[config.mk]
export PLATFORM = sky130hd
export DESIGN_NAME = rbst_div_stage
export DESIGN_NICKNAME = d
export VERILOG_FILES = /design/src/design/rbst_pkg.sv /design/src/design/rbst_div_stage.sv
export SDC_FILE = /design/constraint.sdc
export NUM_CORES = 2
export LEC_CHECK = 0
export ABC_AREA = 1
export CAP_MARGIN = 20
export CELL_PAD_IN_SITES_DETAIL_PLACEMENT = 1
export CELL_PAD_IN_SITES_GLOBAL_PLACEMENT = 2
export CORE_ASPECT_RATIO = 0.75
export CORE_MARGIN = 2
export CORE_UTILIZATION = 30
export DETAILED_ROUTE_END_ITERATION = 7
export DONT_BUFFER_PORTS = 1
export PLACE_DENSITY = 0.67
export SYNTH_ARGS = -nofsm -noshare
export SYNTH_HDL_FRONTEND = slang
export SYNTH_SLANG_ARGS = --single-unit
[constraint.sdc]
create_clock -name clk -period 60.3 [get_ports clk]
set_input_delay 0 -clock clk [delete_from_list [all_inputs] [get_ports clk]]
set_output_delay 0 -clock clk [all_outputs]
set_load 0.05 [all_outputs]
[src/design/rbst_pkg.sv]
// Package for the ray/box slab test: constants, pipeline payload types.
`default_nettype none
package rbst_pkg;

	localparam int unsigned Q_W = 32;
	localparam int unsigned CFG_ADDR_W = 3;
	localparam logic [CFG_ADDR_W-1:0] ADDR_MAX_HIT_DISTANCE = 3'd0;

	// 33 quotient bits per division, 3 bits per pipeline stage
	localparam int unsigned DIV_STEPS = 33;
	localparam int unsigned DIV_BITS_PER_STAGE = 3;
	localparam int unsigned DIV_STAGES = DIV_STEPS / DIV_BITS_PER_STAGE;

	localparam int unsigned NUM_AXES = 3;
	localparam int unsigned NUM_SLABS = 2 * NUM_AXES;

	localparam logic [Q_W-1:0] Q_MAX = 32'h7FFF_FFFF;
	localparam logic [Q_W-1:0] Q_MIN = 32'h8000_0000;
	localparam logic [Q_W-2:0] MAX_HIT_RESET = 31'h7FFF_FFFF;

	typedef struct packed {
		logic [Q_W-1:0] rem;   // partial remainder
		logic [Q_W:0]   nq;    // numerator bits still to come, quotient bits shifted in
		logic [Q_W-1:0] dmag;  // divisor magnitude
		logic           neg;
		logic           ovf;   // quotient at least 2^33
	} slab_div_t;

	typedef struct packed {
		slab_div_t [NUM_SLABS-1:0] slab;
		logic [NUM_AXES-1:0]       dzero;
		logic [NUM_AXES-1:0]       in_slab;
	} div_pl_t;

endpackage
`default_nettype wire

[src/design/rbst_div_stage.sv]
// One pipeline stage of the six parallel restoring dividers.
`default_nettype none
module rbst_div_stage #(
	parameter int unsigned STEPS = rbst_pkg::DIV_BITS_PER_STAGE
) (
	input  wire logic            clk,
	input  wire logic            arst_n,
	input  wire logic            in_valid,
	output logic                 in_ready,
	input  wire rbst_pkg::div_pl_t in_data,
	output logic                 out_valid,
	input  wire logic            out_ready,
	output rbst_pkg::div_pl_t    out_data
);

	logic              valid_q;
	rbst_pkg::div_pl_t data_q;
	rbst_pkg::div_pl_t next_data;

	always_comb begin
		logic [rbst_pkg::Q_W:0] trial;
		logic                   ge;
		next_data = in_data;
		for (int s = 0; s < rbst_pkg::NUM_SLABS; s++) begin
			for (int k = 0; k < STEPS; k++) begin
				trial = {next_data.slab[s].rem, next_data.slab[s].nq[rbst_pkg::Q_W]};
				ge = trial >= {1'b0, next_data.slab[s].dmag};
				if (ge) begin
					trial = trial - {1'b0, next_data.slab[s].dmag};
				end
				next_data.slab[s].rem = trial[rbst_pkg::Q_W-1:0];
				next_data.slab[s].nq = {next_data.slab[s].nq[rbst_pkg::Q_W-1:0], ge};
			end
		end
	end

	assign in_ready = !valid_q || out_ready;

	always_ff @(posedge clk or negedge arst_n) begin
		if (!arst_n) begin
			valid_q <= 1'b0;
		end else if (in_ready) begin
			valid_q <= in_valid;
		end
	end

	always_ff @(posedge clk) begin
		if (in_ready && in_valid) begin
			data_q <= next_data;
		end
	end

	assign out_valid = valid_q;
	assign out_data = data_q;

endmodule
`default_nettype wire

# Word level (Yosys, flattened, before mapping)
# Cells that the tools add are included.
[totals]
ff_bits = 601
latchBits = 0
ram_bits = 0
rom_bits = 0
in_bits = 604
output_inout_bits = 602
memories = 0
[op_classes]
add_sub_neg = 18
multipliers = 0
div = 0
magnitude_cmp = 18
eq_ne = 0
n_shift = 0
n_mux = 18
bitwise_logic = 0
reduce_logical = 3
[op_table]
columns = ["operator", "count"]
rows = [
  ["$ge A33 B32 Y1", 18],
  ["$mux W32", 18],
  ["$sub A32 B32 Y32", 18],
  ["$logic_and A1 B1 Y1", 1],
  ["$logic_not A1 Y1", 1],
  ["$logic_or A1 B1 Y1", 1],
]

# Longest topological paths before layout
[depth]
ltp_word = 6
ltp_mapped = 51
ltp_nobuf = 49

# Worst setup path after synthesis
# OpenSTA, ideal clock, no wires.
[synth_timing]
kind = "register -> register"
startpoint = "register valid_q, in the netlist out_valid"
endpoint = "register data_q, in the netlist out_data[0] (enable)"
t_arrival_ps = 29416
required_time_ps = 58538
setup_slack_ps = 29122
stages_incl_launch_ff = 2
synth_period_minus_slack_ps = 31178
cell_sequence = "dfrtp_1 -> a21oi_1"
[synth_between]
elab_chain_len = 3
[synth_rtl]
columns = ["item", "line_no", "source"]
rows = [
  ["start: declaration", "rbst_div_stage.sv:16", "logic valid_q;"],
  ["start signal: assignment", "rbst_div_stage.sv:43", "valid_q <= in_valid;"],
  ["$logic_not A1 Y1", "rbst_div_stage.sv:37", "assign in_ready = !valid_q || out_ready;"],
  ["$logic_or A1 B1 Y1", "rbst_div_stage.sv:37", ""],
  ["$logic_and A1 B1 Y1", "rbst_div_stage.sv:48", "if (in_ready && in_valid) begin"],
  ["end signal: assignment", "rbst_div_stage.sv:49", "data_q <= next_data;"],
  ["end: declaration", "rbst_div_stage.sv:17", "rbst_pkg::div_pl_t data_q;"],
]
# Every way passes these cells.
# A chain may end at the register's enable or synchronous reset.

==> out/metrics.yaml <==
outcome:
  run_status: "finished clean"
logic_synthesis:
  postSynth.asyncResetShare: 0.00166
  synthFlopType: "sky130_fd_sc_hd__edfxtp_1"
  number_of_instances_in_the_synthesized_netlist: 8867
  synthesis.area_per_instance_um2: 6.93
  synth-seq-cells: 601
  register_area_share_after_synthesis: 0.294
  synth.net_count: 10100
  synth-edff-count: 600
  ys.warnings.count: 0
  synth.cell_area_um2: 61500
  netlist-cell-type-count: 61
flow_run:
  max_cap_viol_count: 0
routing:
  avgViaCountPerCell: 5.39
  wl_per_cell_um: 28.5
  drt_first_pass_iters: 6
  detailroute.via_count: 67300
  detailedRoute.firstIterationViolations: 6020
  drc_errors: 0
  detail_route.wirelength_um: 355000
  postRouteAntennaNets: 0
clocking:
  htree_levels: 3
  ctsLongestPathBuffers: 3
  clk_latency_worst_skew_pair_ns: 0.69
  cts_tree: "built"
  clockRootBuffer: "sky130_fd_sc_hd__clkbuf_16"
  clk_pin_slew_worst_paths_ns: 0.07
  cts_sinks: 601
  post_cts_resize_count: 0
  cts_made_buffers: 71
final_layout:
  most_common_library_cell_in_the_layout_ignoring_fill_and_taps: "sky130_fd_sc_hd__nand2_1"
  post_route_cells_drive_above_1_share: 0.0324
  area_growth_pct: 22.6
  fin_nets: 10900
  final_cell_area_um2: 75400
  layout_common_cells: "2,760 x sky130_fd_sc_hd__nand2_1, 1,163 x sky130_fd_sc_hd__inv_1, 848 x sky130_fd_sc_hd__dlygate4sd3_1"
sta:
  worst_pin_slew_ns: 1.18
  part_of_the_cycle_the_worst_path_needs: 0.162
  fmaxAchievable_ghz: 0.102
  final-max-slew-violation-count: 0
  unrepaired_setup_endpoints_after_global_routing: "no"
  hold_violations: 0
  finalSetupTns_ns: 0
  final.setup_skew_ns: 0.0251
  max-slew-margin-rel: 0.203
  setup_violations: 0
  finalCriticalPeriod_ns: 9.78
global_route:
  grt_pass1_wl_um: 498000
  number_of_global_route_vias_before_repair: 66500
  antenna_violations_before_repair: 55
  grt.total_usage: 0.327
  largest_net_degree_at_the_start_of_global_routing: 76
  grt_overflow_total: 0
pwr:
  power.ir.vdd_worst_uv: 21.4
  power.switching_fraction: 0.561
  leakagePower_nw: 34.6
  p_int_mw: 1.43
  power.share.clock: 0.147
  sequentialPowerShare: 0.296
  switching_pwr_mw: 1.83
  power_per_cell_area_nw_per_um2: 43.2
  comb_power_share: 0.557
critical_path:
  worst-endpoint-arrival_ns: 10.21
  cp_slowest_stage_delay_ns: 0.88
  criticalPathCategory: "input pin to flip-flop"
  start_kind: "input pin"
  required_ns: 60.73
  setup.worst_path.end_class: "flip-flop"
  r2r_start: "out_valid"
  endpoint_of_the_worst_slack_reg_to_reg_timing_path: "out_data[356]"
  critical_path.max_fanout: 54
  critPathSlowestCell: "sky130_fd_sc_hd__o21ai_0"
  path_common_cell: "sky130_fd_sc_hd__nand2_1"
  reg_to_reg_slack_setup_ns: 55.10
  worst_r2r_path_depth: 6
worst_hold_path:
  min_to: "out_data[558]"
  timing.hold.worst.start: "in_data[555]"
  holdPathStages: 1
  min-delay-path-class: "input pin to flip-flop"
placement:
  place_hpwl_um: 287000
  numPortBuffers: 0
  gp_congestion: 0.997
  placedInstanceArea_um2: 64300
floorplanning:
  core.rowCount: 143
  die_area_um2: 209000
  design.portCount: 1206
  die_height_um: 396
  start_util: 0.303
  die_width_um: 527
  core_um2: 203000
cell type report:
class	instances	area [µm²]
Tap cell	2682	3360
Timing Repair Buffer	883	8750
Sequential cell	601	18000
Clock buffer	79	1830
Clock inverter	48	588
Inverter	1189	4470
Antenna cell	62	155
Fill cell	25400	128000
Multi-Input combinational cell	6947	38200
power by group through the flow:
stage / sequential [mW] / clock [mW] / combinational, mW
final: 0.963 / 0.479 / 1.81
after detailed placement: 0.966 / 0 / 1.70
after CTS: 0.962 / 0.484 / 1.76
after global routing: 0.964 / 0.500 / 1.98
after floorplan: 0.926 / 0 / 1.17
after global placement: 0.971 / 0 / 1.69
logic make-up after synthesis:
family / share of synthesized area
DFF: 0.294
xor gates and xnor gates: 0.0601
and+or+nand+nor: 0.302
adders and majority gates: 0.123
buffers and inverters: 0.0857
AOI/OAI and AO/OA: 0.135
cell usage after synthesis, types with 126 or more instances:
cell type                  count  area [µm²]
sky130_fd_sc_hd__a21oi_1     603        3020
sky130_fd_sc_hd__inv_1      1163        4370
sky130_fd_sc_hd__nand2_1    2760       10400
sky130_fd_sc_hd__nor2_1      719        2700
sky130_fd_sc_hd__nor3_1      126         631
sky130_fd_sc_hd__edfxtp_1    600       18000
sky130_fd_sc_hd__nand3_1     546        2730
sky130_fd_sc_hd__xor2_1      234        2050
sky130_fd_sc_hd__xnor2_1     188        1650
sky130_fd_sc_hd__o21ai_0     384        1920
sky130_fd_sc_hd__o21ai_1     138         691
sky130_fd_sc_hd__ha_1        576        7210
flip-flops by register name (all words and copies together) (netlist names):
signal / flops
out_data: 600
out_valid: 1
metrics by stage:
| step | setup WS (ns) | cells | power (mW) | hold slack, ns | utilization |
|---|---|---|---|---|---|
| finish | 50.52 | 12500 | 3.26 | 0.0319 | 0.371 |
| global route | 50.06 | 12500 | 3.44 | 0.00492 | 0.371 |
| CTS | 51.14 | 12400 | 3.21 | 0.0000635 | 0.370 |
| detailed placement | 51.33 | 11500 | 2.67 | -0.296 | 0.317 |
| global placement | 51.33 | 11500 | 2.66 | -0.296 | 0.317 |
| floorplan | 29.12 | 8867 | 2.09 | -0.296 | - |
layer usage:
| metal | global-route usage | wire [µm] |
|---|---|---|
| met5 | 0 | 57 |
| met4 | 0.106 | 12000 |
| met3 | 0.0796 | 31000 |
| met2 | 0.471 | 146000 |
| met1 | 0.473 | 166000 |
critical path: cells and delay by family:
| family | cells | cell delay, ns |
|---|---|---|
| AOI/OAI and AO/OA | 7 | 1.91 |
| buffers and inverters | 8 | 2.28 |
| and+or+nand+nor | 22 | 4.82 |
| adders and majority gates | 3 | 1.11 |
what timing repair did:
item,in CTS,in global routing
setup buffers,0,0
endpoints found under the hold margin,565,1
hold buffers,847,1
worst max path at each step:
| stage | end | startpoint |
|---|---|---|
| after floorplan | out_data[0] | out_valid |
| after global placement | out_data[378] | in_data[317] |
| after detailed placement | out_data[378] | in_data[317] |
| after CTS | out_data[271] | in_data[230] |
| after global routing | out_data[274] | in_data[230] |
| final | out_data[274] | in_data[230] |
Power figures use the tool's default switching activity.
